<file path="src/design/kme_pkg.sv">
// shared types and constants for the minimum spanning tree engine
`timescale 1ns / 1ps
package kme_pkg;
  localparam int VERTEX_W         = 4;
  localparam int WEIGHT_W         = 16;
  localparam int COST_W           = 20;
  localparam int CFG_W            = 5;
  localparam int MAX_VERTICES_DEF = 16;
  localparam int MAX_EDGES_DEF    = 64;
  localparam int VC_RESET         = 16;
  localparam int MAX_CHOSEN       = 15;

  typedef struct packed {
    logic [VERTEX_W-1:0]        from_v;
    logic [VERTEX_W-1:0]        to_v;
    logic signed [WEIGHT_W-1:0] weight;
  } edge_t;
endpackage

</file>
<file path="src/design/kme_if.sv">
// valid/ready channel interfaces for edges and results
`timescale 1ns / 1ps
interface kme_edge_if;
  import kme_pkg::*;
  logic                       valid;
  logic                       ready;
  logic [VERTEX_W-1:0]        from_vertex;
  logic [VERTEX_W-1:0]        to_vertex;
  logic signed [WEIGHT_W-1:0] edge_weight;
  logic                       last_edge;
  modport source (output valid, from_vertex, to_vertex, edge_weight, last_edge, input ready);
  modport sink (input valid, from_vertex, to_vertex, edge_weight, last_edge, output ready);
endinterface

interface kme_result_if;
  import kme_pkg::*;
  logic                       valid;
  logic                       ready;
  logic                       edge_valid;
  logic [VERTEX_W-1:0]        tree_from;
  logic [VERTEX_W-1:0]        tree_to;
  logic signed [WEIGHT_W-1:0] tree_weight;
  logic signed [COST_W-1:0]   total_cost;
  logic                       edges_dropped;
  logic                       is_last;
  modport source (output valid, edge_valid, tree_from, tree_to, tree_weight, total_cost,
                  edges_dropped, is_last, input ready);
  modport sink (input valid, edge_valid, tree_from, tree_to, tree_weight, total_cost,
                edges_dropped, is_last, output ready);
endinterface

</file>
<file path="src/design/kme_edge_store.sv">
// edge store memory, one write and one registered read port
`timescale 1ns / 1ps
module kme_edge_store #(
  parameter int MAX_EDGES = kme_pkg::MAX_EDGES_DEF
) (
  input  logic                         clk,
  input  logic                         we,
  input  logic [$clog2(MAX_EDGES)-1:0] waddr,
  input  kme_pkg::edge_t               wdata,
  input  logic [$clog2(MAX_EDGES)-1:0] raddr,
  output kme_pkg::edge_t               rdata
);
  import kme_pkg::*;
  edge_t mem [MAX_EDGES];

  always_ff @(posedge clk) begin
    if (we) begin
      mem[waddr] <= wdata;
    end
    rdata <= mem[raddr];
  end
endmodule

</file>
<file path="src/design/kme_parent_table.sv">
// union-find parent memory with per-entry valid bits, invalid reads as own index
`timescale 1ns / 1ps
module kme_parent_table #(
  parameter int MAX_VERTICES = kme_pkg::MAX_VERTICES_DEF
) (
  input  logic                            clk,
  input  logic                            rst,
  input  logic                            clear,
  input  logic                            we,
  input  logic [$clog2(MAX_VERTICES)-1:0] waddr,
  input  logic [$clog2(MAX_VERTICES)-1:0] wdata,
  input  logic [$clog2(MAX_VERTICES)-1:0] raddr,
  output logic [$clog2(MAX_VERTICES)-1:0] rdata
);
  localparam int VIW = $clog2(MAX_VERTICES);
  logic [VIW-1:0]          mem [MAX_VERTICES];
  logic [MAX_VERTICES-1:0] valid;
  logic [VIW-1:0]          raddr_q;
  logic [VIW-1:0]          data_q;
  logic                    valid_q;

  always_ff @(posedge clk) begin
    if (rst) begin
      valid <= '0;
    end else if (clear) begin
      valid <= '0;
    end else if (we) begin
      valid[waddr] <= 1'b1;
    end
  end

  always_ff @(posedge clk) begin
    if (we) begin
      mem[waddr] <= wdata;
    end
    data_q  <= mem[raddr];
    valid_q <= valid[raddr];
    raddr_q <= raddr;
  end

  assign rdata = valid_q ? data_q : raddr_q;
endmodule

</file>
<file path="src/design/kruskal_mst_engine.sv">
// minimum spanning tree engine: insertion-sorted edge store and union-find selection
// load: accept the edge, shift each heavier stored edge up one slot, then write it into place
// select: read and check each stored edge visited, follow parents in each of its two root searches
// each chosen edge and the summary go into the output register, waiting while it is full
// rst is synchronous: clears control, counts, flags and parent valid bits; vertex_count goes to 16
`timescale 1ns / 1ps
module kruskal_mst_engine #(
  parameter int MAX_VERTICES = kme_pkg::MAX_VERTICES_DEF,
  parameter int MAX_EDGES    = kme_pkg::MAX_EDGES_DEF
) (
  input  logic                        clk,
  input  logic                        rst,
  input  logic                        cfg_we,
  input  logic [kme_pkg::CFG_W-1:0]   cfg_wdata,
  kme_edge_if.sink                    in_edge,
  kme_result_if.source                out_result
);
  import kme_pkg::*;

  localparam int EIW = $clog2(MAX_EDGES);
  localparam int FW  = $clog2(MAX_EDGES + 1);
  localparam int VIW = $clog2(MAX_VERTICES);
  localparam int NW  = $clog2(MAX_VERTICES + 1);
  localparam int CW  = (NW > CFG_W) ? NW : CFG_W;

  localparam logic [3:0] S_IDLE     = 4'd0;
  localparam logic [3:0] S_INS_RD   = 4'd1;
  localparam logic [3:0] S_INS_CMP  = 4'd2;
  localparam logic [3:0] S_INS_PUT  = 4'd3;
  localparam logic [3:0] S_SEL_RD   = 4'd4;
  localparam logic [3:0] S_SEL_CHK  = 4'd5;
  localparam logic [3:0] S_FIND_RD  = 4'd6;
  localparam logic [3:0] S_FIND_CHK = 4'd7;
  localparam logic [3:0] S_EMIT     = 4'd8;
  localparam logic [3:0] S_SUM      = 4'd9;

  logic [3:0]               state;
  logic [CFG_W-1:0]         vertex_count;
  logic [FW-1:0]            fill;
  logic [FW-1:0]            pos;
  logic [FW-1:0]            idx;
  logic                     overflow;
  logic                     last;
  logic [3:0]               chosen;
  logic signed [COST_W-1:0] cost;
  logic                     which;
  logic [VIW-1:0]           v;
  logic [VIW-1:0]           ra;
  edge_t                    new_edge;
  edge_t                    cur;

  logic                     st_we;
  logic [EIW-1:0]           st_waddr;
  edge_t                    st_wdata;
  logic [EIW-1:0]           st_raddr;
  edge_t                    st_rdata;
  logic                     pt_clear;
  logic                     pt_we;
  logic [VIW-1:0]           pt_raddr;
  logic [VIW-1:0]           pt_rdata;

  logic [CW-1:0]            nv;
  logic                     in_xfer;
  logic                     out_free;
  logic                     in_range;
  logic                     sel_stop;
  logic signed [COST_W:0]   sum;
  logic signed [COST_W-1:0] sum_sat;

  kme_edge_store #(.MAX_EDGES(MAX_EDGES)) u_store (
    .clk(clk), .we(st_we), .waddr(st_waddr), .wdata(st_wdata),
    .raddr(st_raddr), .rdata(st_rdata)
  );

  kme_parent_table #(.MAX_VERTICES(MAX_VERTICES)) u_parent (
    .clk(clk), .rst(rst), .clear(pt_clear), .we(pt_we), .waddr(ra),
    .wdata(v), .raddr(pt_raddr), .rdata(pt_rdata)
  );

  assign nv = (CW'(vertex_count) > CW'(MAX_VERTICES)) ? CW'(MAX_VERTICES)
                                                       : CW'(vertex_count);
  assign in_edge.ready = (state == S_IDLE);
  assign in_xfer  = in_edge.valid && in_edge.ready;
  assign out_free = !out_result.valid || out_result.ready;
  assign in_range = (CW'(in_edge.from_vertex) < nv) && (CW'(in_edge.to_vertex) < nv);
  assign sel_stop = (idx >= fill) || (nv < CW'(2)) || (CW'(chosen) >= nv - CW'(1)) ||
                    (chosen == 4'(MAX_CHOSEN));
  assign sum      = (COST_W + 1)'(cost) + (COST_W + 1)'(cur.weight);
  assign sum_sat  = (sum[COST_W] != sum[COST_W-1])
                    ? {sum[COST_W], {(COST_W-1){~sum[COST_W]}}} : sum[COST_W-1:0];

  always_comb begin
    st_we    = 1'b0;
    st_waddr = EIW'(pos);
    st_wdata = new_edge;
    st_raddr = EIW'(pos - FW'(1));
    pt_raddr = v;
    pt_we    = 1'b0;
    pt_clear = 1'b0;
    unique case (state)
      S_INS_CMP: begin
        st_we = 1'b1;
        if (st_rdata.weight > new_edge.weight) begin
          st_wdata = st_rdata;
        end
      end
      S_INS_PUT: st_we = 1'b1;
      S_SEL_RD: st_raddr = EIW'(idx);
      S_FIND_CHK: pt_we = (pt_rdata == v) && which && (ra != v);
      S_SUM: pt_clear = out_free;
      default: ;
    endcase
  end

  always_ff @(posedge clk) begin
    if (rst) begin
      state            <= S_IDLE;
      vertex_count     <= CFG_W'(VC_RESET);
      fill             <= '0;
      overflow         <= 1'b0;
      chosen           <= '0;
      cost             <= '0;
      out_result.valid <= 1'b0;
    end else begin
      if (cfg_we) begin
        vertex_count <= cfg_wdata;
      end
      if (out_result.valid && out_result.ready && state != S_EMIT && state != S_SUM) begin
        out_result.valid <= 1'b0;
      end
      unique case (state)
        S_IDLE: begin
          if (in_xfer) begin
            new_edge <= '{in_edge.from_vertex, in_edge.to_vertex, in_edge.edge_weight};
            last     <= in_edge.last_edge;
            pos      <= fill;
            idx      <= '0;
            if (in_range && fill < FW'(MAX_EDGES)) begin
              state <= (fill == '0) ? S_INS_PUT : S_INS_RD;
            end else begin
              if (in_range) begin
                overflow <= 1'b1;
              end
              state <= in_edge.last_edge ? S_SEL_RD : S_IDLE;
            end
          end
        end
        S_INS_RD: state <= S_INS_CMP;
        S_INS_CMP: begin
          if (st_rdata.weight > new_edge.weight) begin
            pos   <= pos - FW'(1);
            state <= (pos == FW'(1)) ? S_INS_PUT : S_INS_RD;
          end else begin
            fill  <= fill + FW'(1);
            state <= last ? S_SEL_RD : S_IDLE;
          end
        end
        S_INS_PUT: begin
          fill  <= fill + FW'(1);
          state <= last ? S_SEL_RD : S_IDLE;
        end
        S_SEL_RD: state <= sel_stop ? S_SUM : S_SEL_CHK;
        S_SEL_CHK: begin
          cur <= st_rdata;
          if (CW'(st_rdata.from_v) >= nv || CW'(st_rdata.to_v) >= nv) begin
            idx   <= idx + FW'(1);
            state <= S_SEL_RD;
          end else begin
            v     <= VIW'(st_rdata.from_v);
            which <= 1'b0;
            state <= S_FIND_RD;
          end
        end
        S_FIND_RD: state <= S_FIND_CHK;
        S_FIND_CHK: begin
          if (pt_rdata != v) begin
            v     <= pt_rdata;
            state <= S_FIND_RD;
          end else if (!which) begin
            ra    <= v;
            v     <= VIW'(cur.to_v);
            which <= 1'b1;
            state <= S_FIND_RD;
          end else if (ra == v) begin
            idx   <= idx + FW'(1);
            state <= S_SEL_RD;
          end else begin
            cost   <= sum_sat;
            chosen <= chosen + 4'd1;
            state  <= S_EMIT;
          end
        end
        S_EMIT: begin
          if (out_free) begin
            out_result.valid         <= 1'b1;
            out_result.edge_valid    <= 1'b1;
            out_result.tree_from     <= cur.from_v;
            out_result.tree_to       <= cur.to_v;
            out_result.tree_weight   <= cur.weight;
            out_result.total_cost    <= cost;
            out_result.edges_dropped <= overflow;
            out_result.is_last       <= 1'b0;
            idx                      <= idx + FW'(1);
            state                    <= S_SEL_RD;
          end
        end
        S_SUM: begin
          if (out_free) begin
            out_result.valid         <= 1'b1;
            out_result.edge_valid    <= 1'b0;
            out_result.tree_from     <= '0;
            out_result.tree_to       <= '0;
            out_result.tree_weight   <= '0;
            out_result.total_cost    <= cost;
            out_result.edges_dropped <= overflow;
            out_result.is_last       <= 1'b1;
            fill                     <= '0;
            overflow                 <= 1'b0;
            chosen                   <= '0;
            cost                     <= '0;
            state                    <= S_IDLE;
          end
        end
        default: state <= S_IDLE;
      endcase
    end
  end

`ifndef SYNTHESIS
  a_fill_bound: assert property (@(posedge clk) disable iff (rst)
    fill <= FW'(MAX_EDGES)) else $error("edge fill beyond store size");
  a_chosen_bound: assert property (@(posedge clk) disable iff (rst)
    chosen <= 4'(MAX_CHOSEN)) else $error("chosen count beyond limit");
  a_summary_clears: assert property (@(posedge clk) disable iff (rst)
    (state == S_SUM && out_free) |=> (fill == '0 && chosen == '0 && !overflow))
    else $error("graph state not cleared after summary");
  a_last_no_edge: assert property (@(posedge clk) disable iff (rst)
    (out_result.valid && out_result.is_last) |-> !out_result.edge_valid)
    else $error("summary marked as tree edge");
`endif
endmodule

</file>
<file path="src/flat_wrapper.sv">
// flat-port wrapper written by rule: the top's interface ports become plain ports
module kruskal_mst_engine_flat import kme_pkg::*;
#(
  parameter int MAX_VERTICES = kme_pkg::MAX_VERTICES_DEF,
  parameter int MAX_EDGES    = kme_pkg::MAX_EDGES_DEF
)
  (clk, rst, cfg_we, cfg_wdata, in_edge_valid, in_edge_from_vertex, in_edge_to_vertex, in_edge_edge_weight, in_edge_last_edge, in_edge_ready, out_result_valid, out_result_edge_valid, out_result_tree_from, out_result_tree_to, out_result_tree_weight, out_result_total_cost, out_result_edges_dropped, out_result_is_last, out_result_ready);
  kme_edge_if in_edge_i ();
  kme_result_if out_result_i ();
  input  logic clk;
  input  logic rst;
  input  logic cfg_we;
  input  logic [kme_pkg::CFG_W-1:0] cfg_wdata;
  input wire logic [$bits(in_edge_i.valid)-1:0] in_edge_valid;
  input wire logic [$bits(in_edge_i.from_vertex)-1:0] in_edge_from_vertex;
  input wire logic [$bits(in_edge_i.to_vertex)-1:0] in_edge_to_vertex;
  input wire logic [$bits(in_edge_i.edge_weight)-1:0] in_edge_edge_weight;
  input wire logic [$bits(in_edge_i.last_edge)-1:0] in_edge_last_edge;
  output wire logic [$bits(in_edge_i.ready)-1:0] in_edge_ready;
  output wire logic [$bits(out_result_i.valid)-1:0] out_result_valid;
  output wire logic [$bits(out_result_i.edge_valid)-1:0] out_result_edge_valid;
  output wire logic [$bits(out_result_i.tree_from)-1:0] out_result_tree_from;
  output wire logic [$bits(out_result_i.tree_to)-1:0] out_result_tree_to;
  output wire logic [$bits(out_result_i.tree_weight)-1:0] out_result_tree_weight;
  output wire logic [$bits(out_result_i.total_cost)-1:0] out_result_total_cost;
  output wire logic [$bits(out_result_i.edges_dropped)-1:0] out_result_edges_dropped;
  output wire logic [$bits(out_result_i.is_last)-1:0] out_result_is_last;
  input wire logic [$bits(out_result_i.ready)-1:0] out_result_ready;
  assign in_edge_i.valid = in_edge_valid;
  assign in_edge_i.from_vertex = in_edge_from_vertex;
  assign in_edge_i.to_vertex = in_edge_to_vertex;
  assign in_edge_i.edge_weight = in_edge_edge_weight;
  assign in_edge_i.last_edge = in_edge_last_edge;
  assign in_edge_ready = in_edge_i.ready;
  assign out_result_valid = out_result_i.valid;
  assign out_result_edge_valid = out_result_i.edge_valid;
  assign out_result_tree_from = out_result_i.tree_from;
  assign out_result_tree_to = out_result_i.tree_to;
  assign out_result_tree_weight = out_result_i.tree_weight;
  assign out_result_total_cost = out_result_i.total_cost;
  assign out_result_edges_dropped = out_result_i.edges_dropped;
  assign out_result_is_last = out_result_i.is_last;
  assign out_result_i.ready = out_result_ready;
  kruskal_mst_engine #(.MAX_VERTICES(MAX_VERTICES), .MAX_EDGES(MAX_EDGES)) u_core (.clk(clk), .rst(rst), .cfg_we(cfg_we), .cfg_wdata(cfg_wdata), .in_edge(in_edge_i), .out_result(out_result_i));
endmodule
</file>
<file path="config.mk">
export PLATFORM = sky130hd
export DESIGN_NAME = kruskal_mst_engine_flat
export DESIGN_NICKNAME = d
export VERILOG_FILES = /design/src/design/kme_pkg.sv /design/src/design/kme_if.sv /design/src/design/kme_edge_store.sv /design/src/design/kme_parent_table.sv /design/src/design/kruskal_mst_engine.sv /design/src/flat_wrapper.sv
export SDC_FILE = /design/constraint.sdc
export NUM_CORES = 2
export LEC_CHECK = 0
export ABC_CLOCK_PERIOD_IN_PS = 6000
export BUFFER_PORTS_ARGS = -buffer_cell sky130_fd_sc_hd__buf_2
export CORE_MARGIN = 5
export CORE_UTILIZATION = 55
export DETAILED_ROUTE_END_ITERATION = 16
export GPL_ROUTABILITY_DRIVEN = 0
export PLACE_DENSITY = 0.73
export SLEW_MARGIN = 40
export SYNTH_ARGS = -nofsm -noshare
export SYNTH_HDL_FRONTEND = slang
export SYNTH_SLANG_ARGS = --single-unit
</file>
<file path="constraint.sdc">
create_clock -name clk -period 6 [get_ports clk]
set_input_delay 0.6 -clock clk [delete_from_list [all_inputs] [get_ports clk]]
set_output_delay 0.6 -clock clk [all_outputs]
set_load 0.02 [all_outputs]
</file>
==> results.md <==
- Worst hold margin: 0.05168 ns
- Top cells by area, synth: edfxtp_1 70%, nand2_1 4.5%, mux4_2 3.6%, mux2i_1 2.7%, dfxtp_1 2.5%
- IR drop worst, VDD: 632.5 µV
- Synth Area in XOR/XNOR: 0.4406%
- Largest family of logic cells by synthesized area: simple AND/OR/NAND/NOR gates
- Vias in the first global route: 43.25k
- Status: complete, no violations
- Critical Path RT: 6.65 ns
- Core ar.: 0.1331 mm²
- Site row count: 134
- Endpoints failing setup: 0
- Initial Util: 55.25%
- Post-synth cell types: 80
- Syn. warnings: 0
- Placed insts: 6641
- Number of port buffers: 83
- Pleak: 28.13 nW
- Crit path DAT: 5.43 ns
- P&R area growth vs syn: 12.85%
- Simple-Gate Fraction of Synth Area: 10.13%
- Post-synthesis register bit count: 1810
- DRT Pass-1 Iters: 7
- EDFF count, synth: 1719
- CTS Sinks: 1810
- Via density: 6.434
- PwrDens: 505.2 mW/mm²
- Mux contribution to synthesized area: 6.718%
- Post-Synthesis Cell Area: 0.07355 mm²
- Synth Area in Compound Gates: 6.633%
- Final #Nets: 5182
- RSZ-0062 raised after global routing: false
- Relative slew slack: 36.85%
- Fraction of final layout cells sized beyond drive strength 1: 15.71%
- Commonest non-fill, non-tap cell in the layout: edfxtp_1
- Total Power: 41.93 mW
- HP Class: in -> reg
- Fin util: 62.35%
- Max Root-Sink Buffers: 3
- Critical path endpoint category: register
- Fin cells: 7005
- Crit path time final: 4.784 ns
- I/O pin count: 84
- Total Routing Usage GR: 27.73%
- Grt ovf: 0
- Die Span Y: 375.7 µm
- Most frequent cells in the layout: 1719 x edfxtp_1, 881 x nand2_1, 278 x nand3_1, 197 x mux2i_1, 182 x clkbuf_16
- Largest net degree at the start of global routing: 97
- Routed Antenna Nets: 0
- Seq/Total Area, Yosys: 72.66%
- Fin worst setup slack: 1.216 ns
- Worst Setup Start Kind: register
- Initial antenna violation count: 12
- Synth Flop Type: edfxtp_1
- Iter 0 DRT Violations: 5793
- Clk slew on worst S/H paths: 0.06 ns
- Setup TNS Final: 0 ns
- Yosys top cell area share: 70.19%
- Post-CTS Setup Inserts: 0
- Post-place instance area: 0.07697 mm²
- WS Path Type: reg -> reg
- DR vias: 45.07k
- HPWL after detailed placement: 120.0 mm
- Die area: 0.1411 mm²
- Final Hold Vio Count: 0
- Fmax: 209.0 MHz
- Clock root cell: clkbuf_16
- Residual DRC: 0
- WL final: 198.6 mm
- Number of CTS-inserted buffers: 178
- Slew Limit Fails: 0
- Synth area leader: edfxtp_1
- Placement Setup Slack: 1.355 ns
- Post-synthesis adder-cell area fraction: 1.170%
- Syn Nets: 5005
- Worst-Margin Slew: 0.9473 ns
- DIE WIDTH: 375.7 µm
- Final Instance Area: 0.08300 mm²
- Routed length per placed instance: 28.35 µm
- Clk_lat worst skew: 0.81 ns
- Crit Path Max Fanout: 96
- Synthesized instance count: 4905
- Max-cap violations: 0
- First-pass GRT wire length: 289.7 mm
- Crit share post-route: 79.73%
- Fillers: 9389
- Syn avg cell area: 14.99 µm²
- CTS H-tree lvls: 4
- Clock Skew: 0.03941 ns
- CTS tree: yes
- Async SR Flop Fraction: 0%
==> cells in the mapped netlist (4+ instances only) <==
library cell and count:
a21o_1 25, mux2i_1 197, a211oi_2 54, a31oi_1 56, maj3_1 4, clkbuf_1 151, nor2_1 177, buf_4 16
nor3_1 20, dfxtp_1 91, or3_1 55, and3_1 53, nand4_1 17, buf_6 19, and2_0 14, a311oi_1 146
o21ai_0 28, buf_2 101, a21oi_1 137, edfxtp_1 1719, and2_1 109, o21a_1 7, mux2_2 21, ha_1 64
nand3b_1 10, nand3_1 279, nand2_1 886, a22oi_1 17, xor2_1 14, a311o_1 46, nor4_1 4, inv_1 47
nor2b_1 8, xnor2_1 23, a211o_1 5, buf_1 17, and4_1 4, a211oi_1 75, nand2b_1 11, mux4_2 119
==> worst max-delay path, cell delays in order, from the launching register on <==
cell      delay (ns)
dfxtp_1         0.47
or4b_2          1.01
mux2_8          0.87
buf_12          0.38
buf_4           0.43
a311oi_1        0.17
or3_1           0.44
a31oi_1         0.59
a211oi_2        0.14
==> routing by layer <==
| metal | global-route usage [%] | part of all wire, % | wire length [µm] | vias to the layer above |
|---|---|---|---|---|
| met5 | 0 | 0.026 | 51 | - |
| met4 | 14.45 | 5.8 | 11560 | 8 |
| met3 | 6.840 | 11 | 22630 | 503 |
| met2 | 41.80 | 45 | 90350 | 2774 |
| met1 | 37.80 | 37 | 73990 | 22650 |
| li1 | - | - | - | 19140 |
==> power breakdown <==
part	total, mW	switching [mW]	internal (mW)
clock	10.8	4.70	6.10
sequential	15.7	0.451	15.2
combinational	15.5	10.6	4.87
==> cell type report <==
cell class	count	area, µm²	share of cell area [%]
multi-input combinational	2743	18900	22.78
antenna	10	25.02	0.03015
clock inverter	86	805.8	0.9708
tap	1768	2212	2.665
timing repair buffer	302	2566	3.092
sequential	1810	53440	64.39
clock buffer	239	4868	5.866
inverter	47	176.4	0.2126
==> final timing paths <==
kind / from / endpoint / slack (ns) / depth (start not counted)
worst max-delay path: u_core.state[1] / u_core.u_store.rdata[15] / 1.22 / 8
worst min register to register: u_core.u_parent.valid[9] / u_core.u_parent.valid[9] / 0.47 / 2
worst max register to register: u_core.state[1] / u_core.u_store.rdata[15] / 1.22 / 8
worst min-delay path: cfg_wdata[3] / u_core.vertex_count[3] / 0.05 / 3
==> state kept, by name (all words and copies together) (netlist names), 4 cells and up <==
register	flops
u_core.u_parent.data_q	4
u_core.cost	20
u_core.ra	4
u_core.u_parent.raddr_q	4
u_core.cur	24
u_core.out_result.tree_weight	16
u_core.out_result.total_cost	20
u_core.fill	7
u_core.pos	7
u_core.u_parent.valid	16
u_core.pt_raddr	4
u_core.chosen	4
u_core.out_result.tree_to	4
u_core.u_store.rdata	24
u_core.new_edge	24
u_core.out_result.tree_from	4
u_core.u_parent.mem	64
u_core.idx	7
u_core.state	4
u_core.u_store.mem	1536
u_core.vertex_count	5
==> timing repair <==
item	CTS	global route
setup endpoints to repair	0	0
hold buffers	27	0
gates resized for setup	0	0
hold endpoints to repair	27	0
==> kinds of logic (layout without fill, tap and decap cells) <==
logic type               Yosys count  count (layout)
other                              0              10
AND/OR/NAND/NOR                 1665            1665
buffers and inverters            352             674
adder cells (fa/ha/maj)           69              69
flip-flops                      1810            1810
XOR/XNOR                          37              37
multiplexers                     340             340
AO/OA/AOI/OAI                    632             632
No activity file was read; power rests on OpenSTA's default activity.
